$ cat src/rtl/trffp_pkg.sv
// ============================================================================
// trffp_pkg - shared types and codes of the two-resource first-fit placer
// Field widths, operation and status codes, and the request, result and
// usage word layouts used by the controller and the top level.
// ============================================================================
package trffp_pkg;

   // default table depth
   localparam int unsigned MAX_SERVERS_DEF = 64;

   // field widths
   localparam int OP_W     = 2;
   localparam int IDX_W    = 6;
   localparam int MEM_W    = 8;
   localparam int CPU_W    = 6;
   localparam int STATUS_W = 2;
   localparam int COUNT_W  = 7;

   // stream widths
   localparam int REQ_TDATA_W = 32;
   localparam int RSP_TDATA_W = 16;

   // operation codes
   localparam logic [OP_W-1:0] OP_LOAD  = 2'd0;
   localparam logic [OP_W-1:0] OP_PLACE = 2'd1;
   localparam logic [OP_W-1:0] OP_MOVE  = 2'd2;

   // status codes
   localparam logic [STATUS_W-1:0] ST_DONE       = 2'd0;
   localparam logic [STATUS_W-1:0] ST_NO_ROOM    = 2'd1;
   localparam logic [STATUS_W-1:0] ST_ONLY_GUEST = 2'd2;
   localparam logic [STATUS_W-1:0] ST_INVALID    = 2'd3;

   // one accepted request
   typedef struct packed {
      logic [OP_W-1:0]  op;
      logic [IDX_W-1:0] src;
      logic [IDX_W-1:0] dst;
      logic [MEM_W-1:0] mem;
      logic [CPU_W-1:0] cpu;
   } req_type;

   // one result
   typedef struct packed {
      logic [STATUS_W-1:0] status;
      logic [IDX_W-1:0]    loc;
      logic [COUNT_W-1:0]  busy;
   } res_type;

   // memory and CPU pair, used for both capacity and usage words
   typedef struct packed {
      logic [MEM_W-1:0] mem;
      logic [CPU_W-1:0] cpu;
   } usage_type;

endpackage

$ cat src/rtl/trffp_ram.sv
// ============================================================================
// trffp_ram - generic single-write, single-read synchronous RAM
// One write port and one read port; read data is registered.
// ============================================================================
module trffp_ram #(
   parameter int WIDTH = 14,
   parameter int DEPTH = 64
) (
   input  logic                             clock,
   input  logic                             wr_en,
   input  logic [$clog2(DEPTH)-1:0]         wr_addr,
   input  logic [WIDTH-1:0]                 wr_data,
   input  logic                             rd_en,
   input  logic [$clog2(DEPTH)-1:0]         rd_addr,
   output logic [WIDTH-1:0]                 rd_data
);

   logic [WIDTH-1:0] mem_array [DEPTH];
   logic [WIDTH-1:0] rd_data_ff;

   // write and registered read
   always_ff @(posedge clock) begin
      if (wr_en) begin
         mem_array[wr_addr] <= wr_data;
      end
      if (rd_en) begin
         rd_data_ff <= mem_array[rd_addr];
      end
   end

   assign rd_data = rd_data_ff;

endmodule

$ cat src/rtl/trffp_ctrl.sv
// ============================================================================
// trffp_ctrl - sequencer of the placer around the capacity and usage RAMs
// Clears usage after reset, then runs load, first-fit scan and move as
// read-modify-write sequences on the two memories, one request at a time.
// ============================================================================
module trffp_ctrl #(
   parameter int unsigned MAX_SERVERS = trffp_pkg::MAX_SERVERS_DEF
) (
   input  logic                              clock,
   input  logic                              reset,
   input  logic                              req_accept,
   input  trffp_pkg::req_type                req,
   input  logic [trffp_pkg::COUNT_W-1:0]     server_count,
   input  logic                              slot_free,
   output logic                              req_ready,
   output logic                              res_valid,
   output trffp_pkg::res_type                res
);
   import trffp_pkg::*;

   localparam int AW     = $clog2(MAX_SERVERS);
   localparam int CNT_W  = $clog2(MAX_SERVERS + 1);
   localparam int WIDE_W = (CNT_W > COUNT_W) ? CNT_W : COUNT_W;
   localparam int WORD_W = $bits(usage_type);

   typedef enum logic [2:0] {
      S_CLEAR,
      S_IDLE,
      S_LOAD,
      S_SCAN,
      S_MV_SRC,
      S_MV_DST,
      S_MV_SUB,
      S_RESP
   } state_type;

   state_type             state_ff, state_in;
   req_type               req_ff, req_in;
   logic [CNT_W-1:0]      scan_ff, scan_in;
   logic                  chk_vld_ff, chk_vld_in;
   logic [AW-1:0]         chk_idx_ff, chk_idx_in;
   usage_type             src_use_ff, src_use_in;
   logic [CNT_W-1:0]      busy_ff, busy_in;
   logic [STATUS_W-1:0]   status_ff, status_in;
   logic [IDX_W-1:0]      loc_ff, loc_in;

   // memory ports
   logic                  use_we, use_re, cap_we, cap_re;
   logic [AW-1:0]         use_waddr, use_raddr, cap_waddr, cap_raddr;
   usage_type             use_wdata, cap_wdata, use_rd, cap_rd;
   logic [WORD_W-1:0]     use_rd_raw, cap_rd_raw;

   // derived values
   logic [WIDE_W-1:0]     n_wide, max_wide, sc_wide;
   logic [WIDE_W-1:0]     src_new_wide, dst_wide, scan_wide;
   logic                  room;
   usage_type             add_use, sub_use;

   function automatic logic fits(usage_type used, usage_type cap,
                                 logic [MEM_W-1:0] m, logic [CPU_W-1:0] c);
      logic [MEM_W:0] sum_mem;
      logic [CPU_W:0] sum_cpu;
      sum_mem = {1'b0, used.mem} + {1'b0, m};
      sum_cpu = {1'b0, used.cpu} + {1'b0, c};
      return (sum_mem <= {1'b0, cap.mem}) && (sum_cpu <= {1'b0, cap.cpu});
   endfunction

   trffp_ram #(.WIDTH(WORD_W), .DEPTH(MAX_SERVERS)) u_use_ram (
      .clock   (clock),
      .wr_en   (use_we),
      .wr_addr (use_waddr),
      .wr_data (use_wdata),
      .rd_en   (use_re),
      .rd_addr (use_raddr),
      .rd_data (use_rd_raw)
   );

   trffp_ram #(.WIDTH(WORD_W), .DEPTH(MAX_SERVERS)) u_cap_ram (
      .clock   (clock),
      .wr_en   (cap_we),
      .wr_addr (cap_waddr),
      .wr_data (cap_wdata),
      .rd_en   (cap_re),
      .rd_addr (cap_raddr),
      .rd_data (cap_rd_raw)
   );

   assign use_rd = use_rd_raw;
   assign cap_rd = cap_rd_raw;

   // effective server count and index compares
   assign sc_wide      = WIDE_W'(server_count);
   assign max_wide     = WIDE_W'(MAX_SERVERS);
   assign n_wide       = (sc_wide > max_wide) ? max_wide : sc_wide;
   assign src_new_wide = WIDE_W'(req.src);
   assign dst_wide     = WIDE_W'(req_ff.dst);
   assign scan_wide    = WIDE_W'(scan_ff);

   // room test and updated usage words on the returned read data
   assign room        = fits(use_rd, cap_rd, req_ff.mem, req_ff.cpu);
   assign add_use.mem = use_rd.mem + req_ff.mem;
   assign add_use.cpu = use_rd.cpu + req_ff.cpu;
   assign sub_use.mem = src_use_ff.mem - req_ff.mem;
   assign sub_use.cpu = src_use_ff.cpu - req_ff.cpu;

   // sequencer
   always_comb begin
      state_in   = state_ff;
      req_in     = req_ff;
      scan_in    = scan_ff;
      chk_vld_in = chk_vld_ff;
      chk_idx_in = chk_idx_ff;
      src_use_in = src_use_ff;
      busy_in    = busy_ff;
      status_in  = status_ff;
      loc_in     = loc_ff;
      use_we     = 1'b0;
      use_waddr  = '0;
      use_wdata  = '0;
      use_re     = 1'b0;
      use_raddr  = '0;
      cap_we     = 1'b0;
      cap_waddr  = '0;
      cap_wdata  = '0;
      cap_re     = 1'b0;
      cap_raddr  = '0;

      unique case (state_ff)
         // zero one usage entry a cycle
         S_CLEAR: begin
            use_we    = 1'b1;
            use_waddr = scan_ff[AW-1:0];
            if (scan_ff == CNT_W'(MAX_SERVERS - 1)) begin
               scan_in  = '0;
               state_in = S_IDLE;
            end else begin
               scan_in = scan_ff + CNT_W'(1);
            end
         end

         // take a request and start its first read
         S_IDLE: begin
            if (req_accept) begin
               req_in = req;
               case (req.op)
                  OP_LOAD: begin
                     if (src_new_wide < max_wide) begin
                        use_re    = 1'b1;
                        use_raddr = AW'(req.src);
                        state_in  = S_LOAD;
                     end else begin
                        status_in = ST_INVALID;
                        loc_in    = req.src;
                        state_in  = S_RESP;
                     end
                  end
                  OP_PLACE: begin
                     scan_in    = '0;
                     chk_vld_in = 1'b0;
                     state_in   = S_SCAN;
                  end
                  OP_MOVE: begin
                     if (src_new_wide < n_wide) begin
                        use_re    = 1'b1;
                        use_raddr = AW'(req.src);
                        state_in  = S_MV_SRC;
                     end else begin
                        status_in = ST_INVALID;
                        loc_in    = req.src;
                        state_in  = S_RESP;
                     end
                  end
                  default: begin
                     status_in = ST_INVALID;
                     loc_in    = '0;
                     state_in  = S_RESP;
                  end
               endcase
            end
         end

         // write capacities, drop usage, adjust busy count
         S_LOAD: begin
            cap_we    = 1'b1;
            cap_waddr = AW'(req_ff.src);
            cap_wdata = '{mem: req_ff.mem, cpu: req_ff.cpu};
            use_we    = 1'b1;
            use_waddr = AW'(req_ff.src);
            use_wdata = '0;
            if (use_rd.mem != '0) begin
               busy_in = busy_ff - CNT_W'(1);
            end
            status_in = ST_DONE;
            loc_in    = req_ff.src;
            state_in  = S_RESP;
         end

         // issue one read a cycle, test the entry that returned
         S_SCAN: begin
            if (chk_vld_ff && room) begin
               use_we    = 1'b1;
               use_waddr = chk_idx_ff;
               use_wdata = add_use;
               if (use_rd.mem == '0 && add_use.mem != '0) begin
                  busy_in = busy_ff + CNT_W'(1);
               end
               chk_vld_in = 1'b0;
               status_in  = ST_DONE;
               loc_in     = IDX_W'(chk_idx_ff);
               state_in   = S_RESP;
            end else if (scan_wide < n_wide) begin
               use_re     = 1'b1;
               use_raddr  = scan_ff[AW-1:0];
               cap_re     = 1'b1;
               cap_raddr  = scan_ff[AW-1:0];
               chk_vld_in = 1'b1;
               chk_idx_in = scan_ff[AW-1:0];
               scan_in    = scan_ff + CNT_W'(1);
            end else begin
               chk_vld_in = 1'b0;
               status_in  = ST_NO_ROOM;
               loc_in     = '0;
               state_in   = S_RESP;
            end
         end

         // check the source, then fetch the target
         S_MV_SRC: begin
            src_use_in = use_rd;
            loc_in     = req_ff.src;
            if (use_rd.mem < req_ff.mem || use_rd.cpu < req_ff.cpu) begin
               status_in = ST_INVALID;
               state_in  = S_RESP;
            end else if (use_rd.mem == req_ff.mem) begin
               status_in = ST_ONLY_GUEST;
               state_in  = S_RESP;
            end else if (dst_wide >= n_wide || req_ff.dst == req_ff.src) begin
               status_in = ST_INVALID;
               state_in  = S_RESP;
            end else begin
               use_re    = 1'b1;
               use_raddr = AW'(req_ff.dst);
               cap_re    = 1'b1;
               cap_raddr = AW'(req_ff.dst);
               state_in  = S_MV_DST;
            end
         end

         // add to the target when it has room
         S_MV_DST: begin
            if (!room) begin
               status_in = ST_NO_ROOM;
               loc_in    = req_ff.src;
               state_in  = S_RESP;
            end else begin
               use_we    = 1'b1;
               use_waddr = AW'(req_ff.dst);
               use_wdata = add_use;
               if (use_rd.mem == '0 && add_use.mem != '0) begin
                  busy_in = busy_ff + CNT_W'(1);
               end
               state_in = S_MV_SUB;
            end
         end

         // take the request off the source
         S_MV_SUB: begin
            use_we    = 1'b1;
            use_waddr = AW'(req_ff.src);
            use_wdata = sub_use;
            if (src_use_ff.mem != '0 && sub_use.mem == '0) begin
               busy_in = busy_ff - CNT_W'(1);
            end
            status_in = ST_DONE;
            loc_in    = req_ff.dst;
            state_in  = S_RESP;
         end

         // hand the result over once the output slot is free
         S_RESP: begin
            if (slot_free) begin
               state_in = S_IDLE;
            end
         end

         default: begin
            state_in = S_IDLE;
         end
      endcase
   end

   // state and registered outputs
   always_ff @(posedge clock) begin
      if (reset) begin
         state_ff   <= S_CLEAR;
         scan_ff    <= '0;
         chk_vld_ff <= 1'b0;
         busy_ff    <= '0;
      end else begin
         state_ff   <= state_in;
         scan_ff    <= scan_in;
         chk_vld_ff <= chk_vld_in;
         busy_ff    <= busy_in;
      end
      req_ff     <= req_in;
      chk_idx_ff <= chk_idx_in;
      src_use_ff <= src_use_in;
      status_ff  <= status_in;
      loc_ff     <= loc_in;
   end

   assign req_ready  = (state_ff == S_IDLE);
   assign res_valid  = (state_ff == S_RESP);
   assign res.status = status_ff;
   assign res.loc    = loc_ff;
   assign res.busy   = COUNT_W'(busy_ff);

endmodule

$ cat src/rtl/two_resource_first_fit_placer_core.sv
// ============================================================================
// two_resource_first_fit_placer_core - first-fit placer, two resources
// Place scans one usage and capacity entry a cycle over up to n entries
// (n the effective server count). One request is in work at a time, so
// a request holds the block until its result is handed over; a result
// waits in the output register while the next is taken.
// Reset: synchronous; usage is then cleared entry by entry, with
// req_tready low meanwhile. Capacities are undefined until loaded.
// ============================================================================
module two_resource_first_fit_placer_core #(
   parameter int unsigned MAX_SERVERS = trffp_pkg::MAX_SERVERS_DEF
) (
   input  logic                                 clock,
   input  logic                                 reset,
   // request channel
   input  logic                                 req_tvalid,
   output logic                                 req_tready,
   // tdata: server_index[5:0], target_index[11:6], mem_amount[19:12],
   //        cpu_amount[25:20], zero fill [31:26]
   input  logic [trffp_pkg::REQ_TDATA_W-1:0]    req_tdata,
   // tuser: operation[1:0]
   input  logic [trffp_pkg::OP_W-1:0]           req_tuser,
   // result channel
   output logic                                 rsp_tvalid,
   input  logic                                 rsp_tready,
   // tdata: status[1:0], location[7:2], servers_in_use[14:8], zero [15]
   output logic [trffp_pkg::RSP_TDATA_W-1:0]    rsp_tdata,
   // configuration: server_count
   input  logic                                 csr_wr_en,
   input  logic [trffp_pkg::COUNT_W-1:0]        csr_wr_data
);
   import trffp_pkg::*;

   logic [COUNT_W-1:0] server_count_ff;
   req_type            req;
   logic               req_accept;
   logic               slot_free;
   logic               res_valid;
   res_type            res;
   logic               rsp_tvalid_ff;
   res_type            rsp_data_ff;

   // unpack the request
   assign req.op  = req_tuser;
   assign req.src = req_tdata[5:0];
   assign req.dst = req_tdata[11:6];
   assign req.mem = req_tdata[19:12];
   assign req.cpu = req_tdata[25:20];

   assign req_accept = req_tvalid && req_tready;
   assign slot_free  = !rsp_tvalid_ff || rsp_tready;

   // server count register
   always_ff @(posedge clock) begin
      if (reset) begin
         server_count_ff <= COUNT_W'(1);
      end else if (csr_wr_en) begin
         server_count_ff <= csr_wr_data;
      end
   end

   trffp_ctrl #(.MAX_SERVERS(MAX_SERVERS)) u_ctrl (
      .clock        (clock),
      .reset        (reset),
      .req_accept   (req_accept),
      .req          (req),
      .server_count (server_count_ff),
      .slot_free    (slot_free),
      .req_ready    (req_tready),
      .res_valid    (res_valid),
      .res          (res)
   );

   // output register: load on handover, drop when taken
   always_ff @(posedge clock) begin
      if (reset) begin
         rsp_tvalid_ff <= 1'b0;
      end else if (res_valid && slot_free) begin
         rsp_tvalid_ff <= 1'b1;
      end else if (rsp_tready) begin
         rsp_tvalid_ff <= 1'b0;
      end
      if (res_valid && slot_free) begin
         rsp_data_ff <= res;
      end
   end

   assign rsp_tvalid = rsp_tvalid_ff;
   assign rsp_tdata  = {1'b0, rsp_data_ff.busy, rsp_data_ff.loc, rsp_data_ff.status};

`ifndef SYNTHESIS
   // the clearing pass keeps the request side closed right after reset
   a_clear_after_reset: assert property (@(posedge clock)
      $past(reset) && !reset |-> !req_tready)
      else $error("request taken during usage clearing");

   // only one request in work at a time
   a_one_in_work: assert property (@(posedge clock) disable iff (reset)
      req_accept |=> !req_tready)
      else $error("second request taken while one is in work");

   // a handed-over result shows on the port in the next cycle
   a_handover: assert property (@(posedge clock) disable iff (reset)
      res_valid && slot_free |=> rsp_tvalid && rsp_tdata[7:2] == $past(res.loc))
      else $error("result lost at the output register");
`endif

endmodule
$ cat config.mk
export PLATFORM = sky130hd
export DESIGN_NAME = two_resource_first_fit_placer_core
export DESIGN_NICKNAME = d
export VERILOG_FILES = /design/src/rtl/trffp_pkg.sv /design/src/rtl/trffp_ram.sv /design/src/rtl/trffp_ctrl.sv /design/src/rtl/two_resource_first_fit_placer_core.sv
export SDC_FILE = /design/constraint.sdc
export NUM_CORES = 2
export LEC_CHECK = 0
export ABC_CLOCK_PERIOD_IN_PS = 9700
export BUFFER_PORTS_ARGS = -buffer_cell sky130_fd_sc_hd__buf_2
export CAP_MARGIN = 15
export CORE_AREA = 3 3 399 401
export DETAILED_ROUTE_END_ITERATION = 8
export DIE_AREA = 0 0 402 404
export HOLD_SLACK_MARGIN = 0.1
export PLACE_DENSITY = 0.65
export SLEW_MARGIN = 20
export SYNTH_ARGS = -nofsm -noshare
export SYNTH_HDL_FRONTEND = slang
export SYNTH_SLANG_ARGS = --single-unit
$ cat constraint.sdc
create_clock -name clock -period 9.7 [get_ports clock]
set_input_delay 0.485 -clock clock [delete_from_list [all_inputs] [get_ports clock]]
set_output_delay 0.485 -clock clock [all_outputs]
set_load 0.1 [all_outputs]
-- Yosys cells after proc, flatten, opt, wreduce, memory -nomap -nowiden
Memories as Yosys holds them, arrays and structs flattened. A register that Yosys moved wholly into a read port is not among the register bits.
Index checks and enable logic that the tools add are counted.
- flip-flop bits (word level): 95
- bits in writable memories: 1792
- input bits: 46
- output and inout port bits: 18
- logic and storage cells: 189
- memories kept: 2
- memories (name ; depth ; width ; rd ports ; clocked after memory_dff ; wr ports ; line ; source):
    u_ctrl.u_cap_ram.mem_array ; 64 ; 14 ; 1 ; 1 ; 1 ; trffp_ram.sv:18 ; logic [WIDTH-1:0] mem_array [DEPTH];
    u_ctrl.u_use_ram.mem_array ; 64 ; 14 ; 1 ; 1 ; 1 ; trffp_ram.sv:18 ;
- $add $sub $neg: 9
- $lt $le $gt $ge: 9
- equal/unequal tests: 28
- muxes and demuxes: 88
- bitwise gates (word level): 1
- reduce and logical (&&, ||, !) cells: 34
- operators with widths (cell ; number):
    $mux W6 ; 17
    $mux W7 ; 11
    $mux W14 ; 3
    $pmux W14 S3 ; 1
    $pmux W6 S3 ; 2
    $pmux W6 S5 ; 1
    $pmux W7 S4 ; 1
    $mux W3 ; 8
    $pmux W6 S2 ; 2
    $pmux W6 S4 ; 1
    $reduce_bool A8 Y1 ; 3
    $mux W2 ; 11
    $pmux W3 S7 ; 1
    $pmux W7 S3 ; 1
    $mux W1 ; 20
    $logic_not A8 Y1 ; 2
    $ne A2 B1 Y1 const B ; 8
    $add A7 B1 Y7 const B ; 2
    $eq A3 B3 Y1 const B ; 4
    $pmux W2 S5 ; 1
    $reduce_and A5 Y1 ; 2
    $reduce_bool A5 Y1 ; 2
    $add A8 B8 Y9 ; 1
    $le A9 B8 Y1 ; 1
    other kinds (45) ; 63

-- Depth between registers and ports, before layout
- depth in word-level cells: 8
- mapped depth: 27

-- Hierarchy
A second synthesis with hierarchy kept.
- cell total of the unflattened synthesis: 3842
- area total of the unflattened synthesis: 77067.7 um^2
- modules (own cells, without submodules) (module ; times used ; cells each ; area each (um^2) ; sequential area each (um^2)):
    trffp_ram (u_ctrl.u_cap_ram) ; 1 ; 1550 ; 35098.7 ; 27326.2
    trffp_ram (u_ctrl.u_use_ram) ; 1 ; 1571 ; 35018.6 ; 27326.2
    trffp_ctrl ; 1 ; 675 ; 6184.7 ; 1981.9
    two_resource_first_fit_placer_core ; 1 ; 46 ; 765.7 ; 610.6

-- Worst setup path after synthesis
No wires, ideal clock.
- kind: register -> register
- start: register u_ctrl.u_use_ram.rd_data_ff[6] (netlist: u_ctrl.u_use_ram.rd_data[6]), read port of u_ctrl.u_use_ram.mem_array
- end: memory u_ctrl.u_use_ram.mem_array[0][13] (data pin)
- setup time: 0.702 ns
- arrival: 6.524 ns
- data required time: 8.998 ns
- setup slack: 2.474 ns
- stages on the path, launching flop included: 21
- buffers on the path: 2
- clock period less this slack: 7.226 ns
- cell sequence: edfxtp_1 > ha_1 > fa_1 > nand2b_1 > a21oi_1 > o21ai_0 > a21oi_1 > nor2_1 > xnor2_1 > inv_1 > ha_1 > a211oi_1 > o211ai_1 > o211ai_1 > and4b_1 > buf_2 > nand2_1 > nor3_1 > buf_2 > nor2_1 > o21ai_0
- longest elaborated chain between the ends: 6
- elaborated cells between the ends (all ways): 8
- classes of those cells: 2 x add/sub; 1 x order compare; 3 x mux; 2 x reduce/logical
- ends and longest elaborated chain (item ; line ; source):
    start: declaration ; trffp_ram.sv:19 ; logic [WIDTH-1:0] rd_data_ff;
    $add A8 B8 Y9 ; trffp_ctrl.sv:63 ; sum_mem = {1'b0, used.mem} + {1'b0, m};
    $le A9 B8 Y1 ; trffp_ctrl.sv:65 ; return (sum_mem <= {1'b0, cap.mem}) && (sum_cpu <= {1'b0, cap.cpu});
    $logic_and A1 B1 Y1 ; trffp_ctrl.sv:65 ;
    $logic_and A1 B1 Y1 ; trffp_ctrl.sv:200 ; if (chk_vld_ff && room) begin
    $mux W14 ; trffp_ctrl.sv:200 ;
    $pmux W14 S3 (*) ; trffp_ctrl.sv:128 ; unique case (state_ff)
    net u_ctrl.u_use_ram.wr_data[13] ; trffp_ram.sv:12 ; input logic [WIDTH-1:0] wr_data,
    end: declaration ; trffp_ram.sv:18 ;
Mark *: on every way through the listed nets, which the timed path passes. The rest lies on a longest branch.

-- Worst setup path in the final report
- start: register u_ctrl.req_ff[7] in the netlist's numbering
- end: register u_ctrl.u_use_ram.rd_data_ff[11] (netlist: u_ctrl.u_use_ram.rd_data[11]), read port of u_ctrl.u_use_ram.mem_array (data pin)
- longest elaborated chain between the ends: 6
- elaborated cells between the ends (all ways): 15
- classes of those cells: 1 x add/sub; 2 x order compare; 1 x eq/ne; 8 x mux; 3 x reduce/logical
- ends and longest elaborated chain (item ; line ; source):
    start: declaration ; trffp_ctrl.sv:38 ; req_type req_ff, req_in;
    start signal: assignment ; trffp_ctrl.sv:305 ; req_ff <= req_in;
    $add A8 B8 Y9 ; trffp_ctrl.sv:63 ;
    $le A9 B8 Y1 ; trffp_ctrl.sv:65 ;
    $logic_and A1 B1 Y1 ; trffp_ctrl.sv:65 ;
    $logic_and A1 B1 Y1 ; trffp_ctrl.sv:200 ;
    $mux W6 / $mux W1 (equally long branches) ; trffp_ctrl.sv:200 ;
    $pmux W6 S3 / $pmux W1 S3 (equally long branches) ; trffp_ctrl.sv:128 ;
Parallel ways exist; a longest one is shown, timed or not.
A chain may end at the register's enable or synchronous reset.

==> impl_metrics.ini <==
[power]
clockPowerShare_pct = 36.0
net-switching-power_mw = 5.57
combPwrFrac_pct = 15.3
pwr-share-seq_pct = 48.7
ir_drop_mv = 0.188
power_density_nw_per_um2 = 231
p_int_mw = 14.8
p_sw_share_pct = 27.3
p_total_mw = 20.4
p_leak_nw = 30.8

[worst_setup_path]
slowest_delay_ns = 0.85
crit_top_cell = o211ai_1
path_cells = inv_1, ha_1, nand2b_1, a21oi_1, o21bai_1, a21oi_1, o41ai_1, xnor2_1, inv_1, ha_1, a211oi_1, o211ai_1, o211ai_1, nand4b_4, o21ai_2, buf_4, nand2_4, nor2_2, buf_4, a32oi_1, a31oi_1, o211ai_1, nor4bb_1
arrival_ns = 8.20
cp-end-kind = register
crit_family = compound AO/OA/AOI/OAI gates
crit_required_ns = 10.21
crit_type = reg -> reg
crit_slowest_cell = o21ai_2
reg2reg_slack_ns = 2.02
cp_num_buf_inv = 4
cp_max_fo = 49
crit_path_start_kind = register

[layout]
fin_cells = 7997
final_util_pct = 56.6
layout.cells.most_common = edfxtp_1
drive_above_1_share_pct = 11.0
fillers = 12200
syn2layout_area_growth_pct = 13.3
layout_common_cells = 1889 x edfxtp_1, 1167 x nand2_1, 269 x nand3_1
seq_area_um2 = 57200
final_nets = 5912
multi_input_area_um2 = 19400

[sta]
rsz0062_at_grt = no
slew_viol_final = 0
setup_viol = 0
hold_viol = 0
hold_ws_ns = 0.276
timing.final.crit_share_pct = 79.2
timing.slew.headroom_pct = 24.9
fin_tns_setup_ns = 0
fmax_mhz = 130
clock_skew_ns = 0.0386
fin_crit_ns = 7.68
worst_pin_slew_ns = 1.12

[worst_hold_path]
hold_path_class = in -> reg

[synth]
synth_xor_area_share_pct = 0.438
ys_types = 87
ys_warn_count = 0
synth_compound_area_share_pct = 8.06
synth_seq_area_share_pct = 73.4
synthesis.nets = 5729
syn_avg_cell_area_um2 = 13.9
synth_fa_ha_area_share_pct = 1.36
synth_cells = 5601
async_flop_share_pct = 0
synth_edf_count = 1889
netlist_area_um2 = 77900
synth_top_family_by_area = simple AND/OR/NAND/NOR gates
synthMuxAreaShare_pct = 3.28
synth_simple_gate_area_share_pct = 11.1
synth_ff_type = edfxtp_1
synth_seq_cells = 1915

[clock_tree]
cts_sinks = 1915
cts_root_buffer = clkbuf_16
h-tree-depth = 4
post_cts_buffers = 0
clkTransAtPathRegs_ns = 0.06
ctsResizeCount = 0
cts-hold-fix-buffers = 50
cts_made_buffers = 191
clk_latency_ns = 0.83
cts_tree = yes
clk_path_buf_depth = 3

[routing]
viasPerCell = 6.06
drt_iter0_drc = 5913
drt-total-wl_um = 210000
post-route-drc-count = 0
antenna_left = 0
first_pass_iters = 6
vias = 48500
wl_per_cell_um = 26.3

[floorplan]
ios = 64
rows = 145
die_area_um2 = 162000
die_w_um = 402
core_um2 = 156000
start_util_pct = 50.0
dieHeight_um = 404

[global_route]
overflow = 0
grt_pass1_wl_um = 309000
first_global_vias = 46400
grt_start_max_net_pins = 126
antenna_found_initial = 3
grt_usage_pct = 25.5

[place]
placed_cells = 7598
finalWeightedCongestion = 0.927
numPortBuffers = 56
hpwl_um = 126000

[status]
status = completed

[flow_run]
maxCapViolations = 0
## cells by family (layout without fill, tap and decap cells)
kind of cell | count (synthesis) | count (layout)
simple gates | 1998 | 1998
flops | 1915 | 1915
compound gates | 906 | 906
buf+inv | 406 | 742
mux | 254 | 254
fa+ha+maj | 82 | 82
xor+xnor | 39 | 39
other cells | 1 | 3
## per-stage QoR
| step | setup WS [ns] | instance area [um^2] |
|---|---|---|
| 6_report | 2.02 | 88300 |
| 3_5_place_dp | 2.24 | 81600 |
| 3_3_place_gp | 2.32 | 81500 |
| 2_1_floorplan | 2.47 | 77900 |
| 4_1_cts | 2.23 | 88300 |
| 5_1_grt | 1.79 | 88300 |
## cells in the mapped netlist (all sizes together) (7+ instances only)
library cell,n,area (um^2)
edfxtp,1889,56700
nand2,1170,4390
nand3,271,1360
nor2,259,977
a21oi,249,1250
mux2i,244,2440
buf,194,986
clkbuf,142,534
a32oi,139,1220
a31oi,98,613
and3,95,594
a211oi,92,701
a22oi,80,601
nand4,79,494
ha,77,963
inv,68,255
o21ai,67,335
nor3,31,170
o211ai,28,210
dfxtp,26,521
o2111ai,25,219
xnor2,22,193
a221oi,20,205
or3,19,120
xor2,17,149
a21o,15,113
nand2b,14,87.6
o221ai,13,114
nor2b,12,75.1
a2111oi,11,121
o22ai,11,68.8
and2,10,62.6
mux2,10,113
a311oi,9,78.8
or4,8,60.1
a211o,7,61.3
o21bai,7,52.6
## power by group through the flow
stage | registers [mW] | logic (mW) | clock network [mW]
global placement | 10.1 | 3.00 | 0
CTS | 9.92 | 3.09 | 7.41
floorplan | 10.1 | 1.79 | 0
detailed placement | 10.1 | 3.06 | 0
finish | 9.92 | 3.12 | 7.32
global route | 9.93 | 3.34 | 7.76
## path summary, 6_finish.rpt
path | startpoint | to | cells past startpoint
setup / recovery | u_ctrl.req_ff[7] | u_ctrl.u_use_ram.rd_data[11] | 23
hold / removal | req_tvalid | u_ctrl.chk_vld_ff | 6
setup reg to reg | u_ctrl.req_ff[7] | u_ctrl.u_use_ram.rd_data[11] | 23
hold reg to reg | u_ctrl.loc_ff[2] | rsp_tdata[4] | 0
## per-layer routing
metal	part of all wire (%)	vias up	track usage, %	routed length [um]
met5	0.0062	-	0	13
met4	4.3	2	10.7	8940
met3	8.7	414	4.81	18200
met2	47	2315	40.3	98600
met1	40	24100	35.1	84200
li1	-	21600	-	-
## flip-flops by register name, indices dropped and copies added, names as in the netlist
register                    count
u_ctrl.u_cap_ram.mem_array    896
u_ctrl.u_use_ram.mem_array    896
u_ctrl.req_ff                  20
rsp_tdata                      15
u_ctrl.src_use_ff              14
u_ctrl.u_cap_ram.rd_data       14
u_ctrl.u_use_ram.rd_data       14
server_count_ff                 7
u_ctrl.busy_ff                  7
u_ctrl.scan_ff                  7
u_ctrl.chk_idx_ff               6
u_ctrl.dst_wide                 6
u_ctrl.loc_ff                   6
u_ctrl.state_ff                 3
u_ctrl.status_ff                2
rsp_tvalid                      1
u_ctrl.chk_vld_ff               1
## final cells by class
type                    instances  area share (%)
clock inverters               112            1.36
clock buffers                 234            5.67
repair buffers                326            2.90
diodes                          2         0.00567
flip-flops and latches       1915            64.8
inverters                      70           0.298
well taps                    2058            2.92
multi-input cells            3280            22.0
## worst reg2reg max path, stage by stage, from the launching register on
cell and delay, ns:
edfxtp_1 0.43, inv_1 0.21, ha_1 0.29, nand2b_1 0.15
a21oi_1 0.21, o21bai_1 0.10, a21oi_1 0.24, o41ai_1 0.11
xnor2_1 0.37, inv_1 0.10, ha_1 0.21, a211oi_1 0.30
o211ai_1 0.14, o211ai_1 0.31, nand4b_4 0.19, o21ai_2 0.85
buf_4 0.33, nand2_4 0.36, nor2_2 0.64, buf_4 0.51
a32oi_1 0.24, a31oi_1 0.45, o211ai_1 0.33, nor4bb_1 0.30
Power figures use the tool's default switching activity.
